**config.mk**
```make
export PLATFORM = sky130hd
export DESIGN_NAME = column_raycast_renderer
export DESIGN_NICKNAME = d
export VERILOG_FILES = /design/src/design/crr_pkg.sv /design/src/design/column_raycast_renderer.sv /design/src/design/crr_ram.sv /design/src/design/crr_sin.sv /design/src/design/crr_div.sv
export SDC_FILE = /design/constraint.sdc
export NUM_CORES = 2
export LEC_CHECK = 0
export CAP_MARGIN = 40
export CORE_MARGIN = 2
export CORE_UTILIZATION = 30
export DETAILED_ROUTE_END_ITERATION = 12
export DONT_BUFFER_PORTS = 1
export SYNTH_ARGS = -nofsm -noshare
export SYNTH_HDL_FRONTEND = slang
export SYNTH_SLANG_ARGS = --single-unit
```
**constraint.sdc**
```tcl
create_clock -name clk -period 14.6 [get_ports clk]
set_input_delay 0.73 -clock clk [delete_from_list [all_inputs] [get_ports clk]]
set_output_delay 0.73 -clock clk [all_outputs]
set_load 0.01 [all_outputs]
```
**src/design/crr_pkg.sv**
```systemverilog
// ----------------------------------------------------------------------------
// crr_pkg
// Shared types, constants and helpers of the column ray-cast renderer.
// ----------------------------------------------------------------------------
`default_nettype none

package crr_pkg;

  localparam int SCREEN_COLUMNS = 120;
  localparam int SCREEN_ROWS    = 42;
  localparam int MAP_SIZE       = 32;
  localparam int MAP_AW         = $clog2(MAP_SIZE);
  localparam int ROW_W          = 32;

  // view spread: 10952 binary-angle units (about 1.05 rad)
  localparam int FOV_UNITS = 10952;
  localparam int HALF_FOV  = FOV_UNITS / 2;
  // column*FOV / SCREEN_COLUMNS as a shift then a reciprocal multiply
  localparam int COL_SHIFT = 3;
  localparam int COL_ODD   = SCREEN_COLUMNS >> COL_SHIFT;
  localparam int COL_RS    = 23;
  localparam int COL_RECIP = (2**COL_RS + COL_ODD - 1) / COL_ODD;

  localparam int QUARTER        = 16384;
  localparam int STEPS_PER_UNIT = 40;
  localparam int MAX_STEPS      = 960;
  localparam int MIN_DIST       = 655;
  localparam int CELL_SPAN      = STEPS_PER_UNIT * 65536;
  localparam int MAP_LIMIT      = MAP_SIZE * CELL_SPAN;
  localparam int HORIZON_Q16    = SCREEN_ROWS * 32768;
  localparam int FLOOR_BASE     = SCREEN_ROWS / 2;

  // divide by five: exact for small values / wide values
  localparam int REC5_S   = 205;
  localparam int REC5_S_RS = 10;
  localparam int DIV5_RS  = 26;
  localparam int DIV5_RECIP = (2**DIV5_RS + 4) / 5;

  localparam int POLY_A = 102944;
  localparam int POLY_B = 42047;
  localparam int POLY_C = 4640;

  localparam int SIN_W     = 18;
  localparam int ACC_W     = 30;
  localparam int K_W       = 11;
  localparam int DIV_NUM_W = 38;
  localparam int DIV_DEN_W = 21;
  localparam logic [DIV_NUM_W-1:0] DIV_NUM = DIV_NUM_W'(SCREEN_ROWS) << 32;

  localparam logic KIND_LOAD = 1'b0;
  localparam logic KIND_CAST = 1'b1;

  localparam logic [7:0] CHAR_SKY   = 8'h20;
  localparam logic [7:0] CHAR_FAR   = 8'h2E;
  localparam logic [7:0] CHAR_NEAR  = 8'h2D;

  typedef struct packed {
    logic        kind;
    logic [4:0]  row_index;
    logic [31:0] row_bits;
    logic [20:0] pos_x;
    logic [20:0] pos_y;
    logic [15:0] view_angle;
    logic [6:0]  column;
  } item_t;

  typedef struct packed {
    logic [6:0] out_column;
    logic [5:0] out_row;
    logic [7:0] pixel_char;
    logic       last;
  } result_t;

  typedef struct packed {
    logic                    done;
    logic signed [SIN_W-1:0] value;
  } sin_res_t;

  typedef struct packed {
    logic                 done;
    logic [DIV_NUM_W-1:0] quotient;
  } div_res_t;

  function automatic logic [7:0] shade_char(input logic [3:0] idx);
    logic [7:0] c;
    case (idx)
      4'd0:    c = 8'h40; // @
      4'd1:    c = 8'h23; // #
      4'd2:    c = 8'h38; // 8
      4'd3:    c = 8'h26; // &
      4'd4:    c = 8'h25; // %
      4'd5:    c = 8'h2A; // *
      4'd6:    c = 8'h2B; // +
      4'd7:    c = 8'h3D; // =
      4'd8:    c = 8'h2D; // -
      4'd9:    c = 8'h3A; // :
      4'd10:   c = 8'h2E; // .
      default: c = 8'h20;
    endcase
    return c;
  endfunction

endpackage

`default_nettype wire

```
**src/design/column_raycast_renderer.sv**
```systemverilog
// ----------------------------------------------------------------------------
// column_raycast_renderer
// Loads a 32x32 wall map and renders one ASCII screen column per cast.
// ----------------------------------------------------------------------------
//
//  channel  | ports                     | handshake
//  ---------+---------------------------+--------------------------------
//  command  | start, item, busy         | taken when start && !busy
//  result   | result, strobe            | one row per cycle, no back-pressure
//
// Sequence: a load transaction writes the map RAM at its accept edge and
// leaves busy low. A cast holds busy through the column offset, three
// sines (each in the shared polynomial unit), the march (one map RAM read
// per step, up to k, the step that hit: 1 to 959, or 960 with no wall in
// reach), distance, the divider, row bounds and the 42 result rows. The
// bottom row's strobe comes in the first cycle with busy low.
// Reset: the control state clears; map contents stay undefined until
// loaded. The receiver cannot stall: each row is shown for exactly one cycle.
// ----------------------------------------------------------------------------
`default_nettype none

module column_raycast_renderer import crr_pkg::*; (
  input  wire logic  clk,
  input  wire logic  rst,
  input  wire logic  start,
  input  wire item_t item,
  output logic       busy,
  output result_t    result,
  output logic       strobe
);

  typedef enum logic [3:0] {
    ST_IDLE, ST_OFF1, ST_OFF2, ST_SINE, ST_MARCH,
    ST_DIST1, ST_DIST2, ST_DIV, ST_ROWS, ST_EMIT
  } state_t;

  typedef struct packed {
    logic              oob;
    logic [MAP_AW-1:0] idx;
  } cell_t;

  // map cell of a Q16*40 coordinate; outside the map counts as wall
  function automatic cell_t cell_of(input logic signed [ACC_W-1:0] n);
    cell_t       c;
    logic [7:0]  m;
    logic [15:0] p;
    m     = n[26:19];
    p     = 16'(m) * 16'(REC5_S);
    c.oob = (n < 0) || (n >= ACC_W'(MAP_LIMIT));
    c.idx = p[REC5_S_RS +: MAP_AW];
    return c;
  endfunction

  state_t                  state;
  logic [6:0]              col;
  logic [20:0]             px;
  logic [20:0]             py;
  logic [15:0]             view;
  logic [20:0]             col_prod;
  logic [15:0]             offu;
  logic [15:0]             ray;
  logic [1:0]              sin_sel;
  logic                    sin_go;
  logic signed [SIN_W-1:0] cs;
  logic signed [SIN_W-1:0] sn;
  logic signed [SIN_W-1:0] coff;
  logic signed [ACC_W-1:0] nx;
  logic signed [ACC_W-1:0] ny;
  logic [K_W-1:0]          issue_k;
  logic                    pend_valid;
  logic [K_W-1:0]          pend_k;
  logic                    pend_oob;
  logic [MAP_AW-1:0]       pend_cx;
  logic [K_W-1:0]          k_fin;
  logic [27:0]             dprod;
  logic [DIV_DEN_W-1:0]    dq;
  logic                    div_go;
  logic signed [15:0]      ce;
  logic signed [15:0]      fl;
  logic [3:0]              shade;
  logic [6:0]              fl_lim;
  logic [5:0]              y;

  // combinational helpers and submodule outputs
  logic [15:0]             sin_angle;
  sin_res_t                sin_res;
  div_res_t                div_res;
  logic [DIV_DEN_W-1:0]    dm;
  logic                    map_we;
  logic [ROW_W-1:0]        map_rdata;
  cell_t                   cx;
  cell_t                   cy;
  logic                    wall;
  logic [37:0]             off_prod;
  logic [13:0]             off_idx;
  logic [15:0]             offu_c;
  logic [16:0]             coff_pos;
  logic [48:0]             dq_prod;
  logic signed [39:0]      v;
  logic [39:0]             v_abs;
  logic signed [15:0]      ce_c;
  logic [24:0]             sh_prod;
  logic [15:0]             sh_div;
  logic [23:0]             fm_prod;
  logic [15:0]             fm_div;
  logic signed [15:0]      ys;
  logic [7:0]              ch;

  assign busy   = (state != ST_IDLE);
  assign map_we = start && !busy && (item.kind == KIND_LOAD);

  always_comb begin
    case (sin_sel)
      2'd0:    sin_angle = ray + 16'(QUARTER);
      2'd1:    sin_angle = ray;
      default: sin_angle = offu + 16'(QUARTER);
    endcase

    // column offset: floor(col*FOV/COLUMNS) - FOV/2, wrapped to 16 bits
    off_prod = 38'(col_prod >> COL_SHIFT) * 38'(COL_RECIP);
    off_idx  = off_prod[COL_RS +: 14];
    offu_c   = 16'(off_idx) - 16'(HALF_FOV);

    cx   = cell_of(nx);
    cy   = cell_of(ny);
    wall = pend_oob || map_rdata[pend_cx];

    coff_pos = coff[SIN_W-1] ? 17'd0 : coff[16:0];
    dq_prod  = 49'(dprod >> 3) * 49'(DIV5_RECIP);
    dm       = (dq < DIV_DEN_W'(MIN_DIST)) ? DIV_DEN_W'(MIN_DIST) : dq;

    // ceiling row, truncated toward zero
    v     = 40'(HORIZON_Q16) - $signed({2'b00, div_res.quotient});
    v_abs = v[39] ? 40'(-v) : 40'(v);
    ce_c  = v[39] ? -$signed(16'(v_abs[39:16])) : $signed(16'(v_abs[39:16]));

    sh_prod = 25'(dq) * 25'd11;
    sh_div  = 16'(sh_prod[24:17]) * 16'(REC5_S);
    fm_prod = 24'(dq) * 24'd9;
    fm_div  = 16'(fm_prod[23:16]) * 16'(REC5_S);

    ys = $signed({10'd0, y});
    if (ys < ce) begin
      ch = CHAR_SKY;
    end else if (ys <= fl) begin
      ch = shade_char(shade);
    end else begin
      ch = ({1'b0, y} > fl_lim) ? CHAR_FAR : CHAR_NEAR;
    end
  end

  crr_ram #(.WIDTH(ROW_W), .DEPTH(MAP_SIZE)) u_map (
    .clk   (clk),
    .we    (map_we),
    .waddr (item.row_index[MAP_AW-1:0]),
    .wdata (item.row_bits),
    .raddr (cy.idx),
    .rdata (map_rdata)
  );

  crr_sin u_sin (
    .clk   (clk),
    .rst   (rst),
    .go    (sin_go),
    .angle (sin_angle),
    .res   (sin_res)
  );

  crr_div u_div (
    .clk    (clk),
    .rst    (rst),
    .go     (div_go),
    .den_in (dm),
    .res    (div_res)
  );

  always_ff @(posedge clk) begin
    if (rst) begin
      state      <= ST_IDLE;
      strobe     <= 1'b0;
      sin_go     <= 1'b0;
      div_go     <= 1'b0;
      pend_valid <= 1'b0;
    end else begin
      strobe <= 1'b0;
      sin_go <= 1'b0;
      div_go <= 1'b0;
      case (state)
        ST_IDLE: begin
          if (start && item.kind == KIND_CAST) begin
            col   <= item.column;
            px    <= item.pos_x;
            py    <= item.pos_y;
            view  <= item.view_angle;
            state <= ST_OFF1;
          end
        end
        ST_OFF1: begin
          col_prod <= 21'(col) * 21'(FOV_UNITS);
          state    <= ST_OFF2;
        end
        ST_OFF2: begin
          offu    <= offu_c;
          ray     <= view + offu_c;
          sin_sel <= 2'd0;
          sin_go  <= 1'b1;
          state   <= ST_SINE;
        end
        ST_SINE: begin
          // cosine of ray, sine of ray, cosine of the offset, in turn
          if (sin_res.done) begin
            case (sin_sel)
              2'd0: begin
                cs      <= sin_res.value;
                sin_sel <= 2'd1;
                sin_go  <= 1'b1;
              end
              2'd1: begin
                sn      <= sin_res.value;
                sin_sel <= 2'd2;
                sin_go  <= 1'b1;
              end
              default: begin
                coff       <= sin_res.value;
                nx         <= ACC_W'(px) * ACC_W'(STEPS_PER_UNIT) + ACC_W'(cs);
                ny         <= ACC_W'(py) * ACC_W'(STEPS_PER_UNIT) + ACC_W'(sn);
                issue_k    <= K_W'(1);
                pend_valid <= 1'b0;
                state      <= ST_MARCH;
              end
            endcase
          end
        end
        ST_MARCH: begin
          // issue step issue_k while the previous step's row comes back
          pend_valid <= 1'b1;
          pend_k     <= issue_k;
          pend_oob   <= cx.oob || cy.oob;
          pend_cx    <= cx.idx;
          nx         <= nx + ACC_W'(cs);
          ny         <= ny + ACC_W'(sn);
          issue_k    <= issue_k + 1'b1;
          if (pend_valid) begin
            if (wall) begin
              k_fin      <= pend_k;
              pend_valid <= 1'b0;
              state      <= ST_DIST1;
            end else if (pend_k == K_W'(MAX_STEPS - 1)) begin
              k_fin      <= K_W'(MAX_STEPS);
              pend_valid <= 1'b0;
              state      <= ST_DIST1;
            end
          end
        end
        ST_DIST1: begin
          dprod <= 28'(k_fin) * 28'(coff_pos);
          state <= ST_DIST2;
        end
        ST_DIST2: begin
          dq     <= dq_prod[DIV5_RS +: DIV_DEN_W];
          div_go <= 1'b1;
          state  <= ST_DIV;
        end
        ST_DIV: begin
          if (div_res.done) begin
            state <= ST_ROWS;
          end
        end
        ST_ROWS: begin
          ce     <= ce_c;
          fl     <= 16'(SCREEN_ROWS) - ce_c;
          shade  <= (sh_div[15:REC5_S_RS] > 6'd11) ? 4'd11 : sh_div[13:REC5_S_RS];
          fl_lim <= 7'(FLOOR_BASE) + 7'(fm_div[15:REC5_S_RS]);
          y      <= '0;
          state  <= ST_EMIT;
        end
        ST_EMIT: begin
          result.out_column <= col;
          result.out_row    <= y;
          result.pixel_char <= ch;
          result.last       <= (y == 6'(SCREEN_ROWS - 1));
          strobe            <= 1'b1;
          y                 <= y + 1'b1;
          if (y == 6'(SCREEN_ROWS - 1)) begin
            state <= ST_IDLE;
          end
        end
        default: state <= ST_IDLE;
      endcase
    end
  end

  // rows come only out of the emit phase
  a_strobe_from_emit: assert property (@(posedge clk) disable iff (rst)
    strobe |-> $past(state) == ST_EMIT)
    else $error("result strobe outside emit phase");

  // the bottom row closes the column
  a_last_ends: assert property (@(posedge clk) disable iff (rst)
    strobe && result.last |=> !strobe)
    else $error("row after the last row of a column");

  // rows of one column follow each other without gaps
  a_rows_in_order: assert property (@(posedge clk) disable iff (rst)
    strobe && !result.last |=> strobe && result.out_row == $past(result.out_row) + 1'b1)
    else $error("column rows out of order");

  // map is written only while no cast is running
  a_load_idle: assert property (@(posedge clk) disable iff (rst)
    map_we |-> state == ST_IDLE)
    else $error("map write during a cast");

endmodule

`default_nettype wire

```
**src/design/crr_ram.sv**
```systemverilog
// ----------------------------------------------------------------------------
// crr_ram
// Generic single-write, single-read RAM with registered read data.
// ----------------------------------------------------------------------------
`default_nettype none

module crr_ram #(
  parameter int WIDTH = 32,
  parameter int DEPTH = 32
) (
  input  wire logic                     clk,
  input  wire logic                     we,
  input  wire logic [$clog2(DEPTH)-1:0] waddr,
  input  wire logic [WIDTH-1:0]         wdata,
  input  wire logic [$clog2(DEPTH)-1:0] raddr,
  output logic      [WIDTH-1:0]         rdata
);

  logic [WIDTH-1:0] mem [DEPTH];

  always_ff @(posedge clk) begin
    if (we) begin
      mem[waddr] <= wdata;
    end
    rdata <= mem[raddr];
  end

endmodule

`default_nettype wire

```
**src/design/crr_sin.sv**
```systemverilog
// ----------------------------------------------------------------------------
// crr_sin
// Q16 sine from a quarter-wave odd polynomial, one shared multiplier.
// ----------------------------------------------------------------------------
`default_nettype none

module crr_sin import crr_pkg::*; (
  input  wire logic        clk,
  input  wire logic        rst,
  input  wire logic        go,
  input  wire logic [15:0] angle,
  output sin_res_t         res
);

  typedef enum logic [2:0] {S_IDLE, S_SQ, S_C1, S_C2, S_C3} state_t;

  state_t      state;
  logic [16:0] x;
  logic [16:0] x2;
  logic [16:0] t;
  logic        neg;
  logic [16:0] mul_a;
  logic [16:0] mul_b;
  logic [33:0] prod;
  logic [14:0] r_in;
  logic [17:0] s_abs;

  always_comb begin
    case (state)
      S_SQ:    begin mul_a = x;  mul_b = x; end
      S_C1:    begin mul_a = x2; mul_b = 17'(POLY_C); end
      S_C2:    begin mul_a = x2; mul_b = t; end
      S_C3:    begin mul_a = x;  mul_b = t; end
      default: begin mul_a = x;  mul_b = x; end
    endcase
    prod = 34'(mul_a) * 34'(mul_b);
    // odd quadrants run the quarter wave backward
    r_in = angle[14] ? 15'(15'(QUARTER) - {1'b0, angle[13:0]}) : {1'b0, angle[13:0]};
    s_abs = (prod[33:16] > 18'd65536) ? 18'd65536 : prod[33:16];
  end

  always_ff @(posedge clk) begin
    if (rst) begin
      state    <= S_IDLE;
      res.done <= 1'b0;
    end else begin
      res.done <= 1'b0;
      case (state)
        S_IDLE: begin
          if (go) begin
            x     <= {r_in, 2'b00};
            neg   <= angle[15];
            state <= S_SQ;
          end
        end
        S_SQ: begin
          x2    <= prod[32:16];
          state <= S_C1;
        end
        S_C1: begin
          t     <= 17'(17'(POLY_B) - prod[32:16]);
          state <= S_C2;
        end
        S_C2: begin
          t     <= 17'(17'(POLY_A) - prod[32:16]);
          state <= S_C3;
        end
        S_C3: begin
          res.value <= neg ? -$signed(s_abs) : $signed(s_abs);
          res.done  <= 1'b1;
          state     <= S_IDLE;
        end
        default: state <= S_IDLE;
      endcase
    end
  end

endmodule

`default_nettype wire

```
**src/design/crr_div.sv**
```systemverilog
// ----------------------------------------------------------------------------
// crr_div
// Restoring divider, one quotient bit per cycle: SCREEN_ROWS*2^32 / den.
// ----------------------------------------------------------------------------
`default_nettype none

module crr_div import crr_pkg::*; (
  input  wire logic                 clk,
  input  wire logic                 rst,
  input  wire logic                 go,
  input  wire logic [DIV_DEN_W-1:0] den_in,
  output div_res_t                  res
);

  localparam int CNT_W = $clog2(DIV_NUM_W + 1);

  logic                 running;
  logic [CNT_W-1:0]     cnt;
  logic [DIV_DEN_W-1:0] den;
  logic [DIV_DEN_W-1:0] rem;
  logic [DIV_DEN_W:0]   trial;
  logic                 fits;

  always_comb begin
    trial = {rem, res.quotient[DIV_NUM_W-1]};
    fits  = trial >= {1'b0, den};
  end

  always_ff @(posedge clk) begin
    if (rst) begin
      running  <= 1'b0;
      res.done <= 1'b0;
    end else begin
      res.done <= 1'b0;
      if (go) begin
        running      <= 1'b1;
        cnt          <= CNT_W'(DIV_NUM_W);
        den          <= den_in;
        rem          <= '0;
        res.quotient <= DIV_NUM;
      end else if (running) begin
        rem          <= fits ? DIV_DEN_W'(trial - {1'b0, den}) : trial[DIV_DEN_W-1:0];
        res.quotient <= {res.quotient[DIV_NUM_W-2:0], fits};
        cnt          <= cnt - 1'b1;
        if (cnt == CNT_W'(1)) begin
          running  <= 1'b0;
          res.done <= 1'b1;
        end
      end
    end
  end

endmodule

`default_nettype wire

```
==> flow_summary.json <==
{
  "place_hpwl_um": 186000,
  "grt_setup_unrepaired": "no",
  "finalClockSkew_ns": 0.102,
  "layout.nets": 10500,
  "p_per_area_nw_per_um2": 171,
  "clock_latency_ns": 0.88,
  "syn_nets": 10300,
  "antenna_found_initial": 21,
  "cts.htree.levels": 4,
  "seq_power_share": 0.284,
  "max_stage_delay_ns": 0.74,
  "crit_top_cell": "fa_1",
  "wl_um": 267000,
  "peakVddDrop_v": 0.000595,
  "worstPathMaxFanout": 34,
  "busiest_layer": "met2",
  "fp.coreArea_um2": 356000,
  "drive_gt1_frac": 0.106,
  "grtUsageMet1": 0.197,
  "ys_ff_latch": 1615,
  "max_slew_margin": 0.370,
  "status": "completed",
  "async_flop_share": 0,
  "die_area_um2": 364000,
  "fp.dieW_um": 603,
  "power_leakage_nw": 48.4,
  "slowest_stage": "mux2i_1",
  "via_count": 65700,
  "required_ns": 15.19,
  "syn_area_per_cell_um2": 12.8,
  "met3_usage": 0.0225,
  "fin_tns_setup_ns": 0,
  "switching_share": 0.390,
  "grt_pass1_wl_um": 411000,
  "synthFlopType": "edfxtp_1",
  "grt_usage": 0.145,
  "fill_cells": 34500,
  "worst_setup_path_end_kind": "flip-flop",
  "grt_pass1_vias": 68800,
  "io_pins": 130,
  "fin_area_um2": 122000,
  "rows": 219,
  "cts.sinks": 1615,
  "synth_warnings": 0,
  "cts_tree": "done",
  "cts_setup_buffers": 0,
  "met2_usage": 0.243,
  "overflow": 0,
  "maxSlewViolCount": 0,
  "placed_area_um2": 114000,
  "cts_root_buf": "clkbuf_16",
  "p_int_w": 0.0127,
  "finalSetupViolCount": 0,
  "netlist_instances": 8396,
  "critical_path_class": "flip-flop to flip-flop",
  "grt_max_degree": 96,
  "clk_path_buf_depth": 4,
  "reg2reg_setup_slack_ns": 3.62,
  "portBuffers": 0,
  "place_congestion": 0.892,
  "start_util": 0.302,
  "firstDrtPassIters": 6,
  "drc": 0,
  "wl_per_cell_um": 19.7,
  "holdBufCountCts": 109,
  "critPathLaunchType": "flip-flop",
  "cts_made_buffers": 184,
  "max_slew.worst_pin.slew_ns": 0.942,
  "combPwrFrac": 0.494,
  "viasPerCell": 4.86,
  "hold_violations": 0,
  "clkPwrFrac": 0.222,
  "drtIter0Drc": 5238,
  "synth_edf_count": 1562,
  "finalCriticalPeriod_ns": 10.98,
  "die_h_um": 603,
  "maxCapViolations": 0,
  "ys_types": 100,
  "switchingPower_w": 0.00811,
  "crit_arrival_ns": 11.57,
  "finalCritPeriodShare": 0.752,
  "syn_area_um2": 108000,
  "clk_pin_slew_ns": 0.06,
  "area_delta_synth_final_pct": 13.0,
  "ctsResizeCount": 0,
  "ys_seq_area_frac": 0.446,
  "max_freq_mhz": 91.1,
  "holdCritPathClass": "input pin to flip-flop",
  "ant_nets": 0
}
==> cells by family after synthesis <==
logic type	after synthesis	share of synthesized area
adder cells (fa/ha/maj)	1775	0.255
AND/OR/NAND/NOR	1774	0.0800
flip-flops	1615	0.446
buffers and inverters	1456	0.0509
AO/OA/AOI/OAI	953	0.0571
multiplexers	436	0.0795
XOR/XNOR	386	0.0315
other	1	0.0000348
==> layout by cell type, fill, tap and decap left out, types with 51 or more instances in the layout <==
| cell type | synthesis | routed |
|---|---|---|
| nor2_1 | 479 | 439 |
| inv_1 | 1242 | 1242 |
| xnor2_1 | 263 | 261 |
| xor2_1 | 122 | 122 |
| nand2b_1 | 70 | 70 |
| buf_4 | 1 | 96 |
| o21a_1 | 60 | 60 |
| mux2_2 | 55 | 55 |
| a21oi_1 | 267 | 265 |
| nand3_1 | 83 | 83 |
| a21o_1 | 88 | 88 |
| edfxtp_1 | 1562 | 1562 |
| dfxtp_1 | 53 | 52 |
| nor3_1 | 121 | 114 |
| nor2b_1 | 110 | 110 |
| mux4_2 | 330 | 330 |
| ha_1 | 1065 | 1065 |
| dlygate4sd3_1 | 0 | 109 |
| or3_1 | 54 | 53 |
| clkbuf_16 | 0 | 185 |
| fa_1 | 706 | 706 |
| nand2_1 | 508 | 508 |
| o21ai_0 | 209 | 208 |
| mux2i_1 | 51 | 51 |
| and2_1 | 125 | 125 |
==> stage by stage <==
stage	cells	hold WS [ns]	power [W]	setup slack, ns	utilization
4_1_cts	13500	0.000234	0.0209	3.70	0.340
3_3_place_gp	13000	0.470	0.0160	3.89	0.319
2_1_floorplan	8396	0.440	0.0134	5.31	-
3_5_place_dp	13000	0.474	0.0162	3.75	0.321
5_1_grt	13500	0.0143	0.0223	2.67	0.341
6_report	13500	0.0728	0.0208	3.62	0.341
==> cells in the mapped netlist (all sizes together), types with 51 or more instances <==
| library cell | n | area, µm² |
|---|---|---|
| clkbuf | 186 | 698 |
| o21ai | 214 | 1070 |
| mux2 | 55 | 619 |
| dfxtp | 53 | 1060 |
| o21a | 60 | 450 |
| or3 | 54 | 338 |
| nand3 | 85 | 443 |
| mux2i | 51 | 510 |
| nor2 | 479 | 1800 |
| nand2 | 509 | 1910 |
| nand2b | 70 | 438 |
| xor2 | 123 | 1080 |
| nor3 | 123 | 632 |
| inv | 1244 | 4670 |
| a21o | 88 | 661 |
| a21oi | 267 | 1340 |
| and2 | 128 | 802 |
| edfxtp | 1562 | 46900 |
| ha | 1065 | 13300 |
| nor2b | 110 | 688 |
| fa | 706 | 14100 |
| xnor2 | 263 | 2300 |
| mux4 | 330 | 7430 |
==> per-layer routing <==
layer / wire, µm / part of all wire
met1: 116000 / 0.44
met2: 127000 / 0.48
met3: 16500 / 0.062
met4: 6320 / 0.024
met5: 92 / 0.00035
==> critical path, delay by kind of cell (launching register included) <==
kind	cells	cell delay, ns
fa+ha+maj	8	3.41
flops	1	0.67
compound gates	12	3.85
mux	1	0.74
simple gates	7	1.01
buf+inv	5	1.02
==> final cells by class <==
cell class,instances,area (µm²),share of cell area
repair buffers,250,2580,0.0212
clock inverters,98,1030,0.00843
flip-flops and latches,1615,48000,0.394
inverters,1244,4670,0.0384
multi-input cells,5325,54600,0.449
clock buffers,229,4840,0.0398
diodes,12,30.0,0.000247
well taps,4751,5940,0.0489
==> power by group through the flow <==
stage               sequential [W]  clock [W]  combinational [W]
floorplan                  0.00595          0            0.00744
global placement           0.00600          0             0.0100
detailed placement         0.00600          0             0.0102
CTS                        0.00591    0.00472             0.0103
global route               0.00591    0.00489             0.0115
finish                     0.00591    0.00461             0.0103
==> path summary, 6_finish.rpt <==
kind	start	to	cells past startpoint
max	u_sin.state[1]	u_sin.res[8]	33
min	item[85]	u_map.mem[10][20]	0
max reg2reg	u_sin.state[1]	u_sin.res[8]	33
min reg2reg	issue_k[1]	pend_k[1]	0
==> flip-flops by register name, summed over array words and instances (netlist names), 18 cells and up, named ones only <==
signal	flops
u_map.mem	1024
u_div.res	39
u_map.rdata	32
nx	30
ny	30
dprod	25
dq	21
px	21
py	21
result	21
u_div.den	21
u_div.rem	21
u_sin.res	19
coff	18
col_prod	18
cs	18
sn	18
Note: power is estimated with default switching activity, not from simulation.
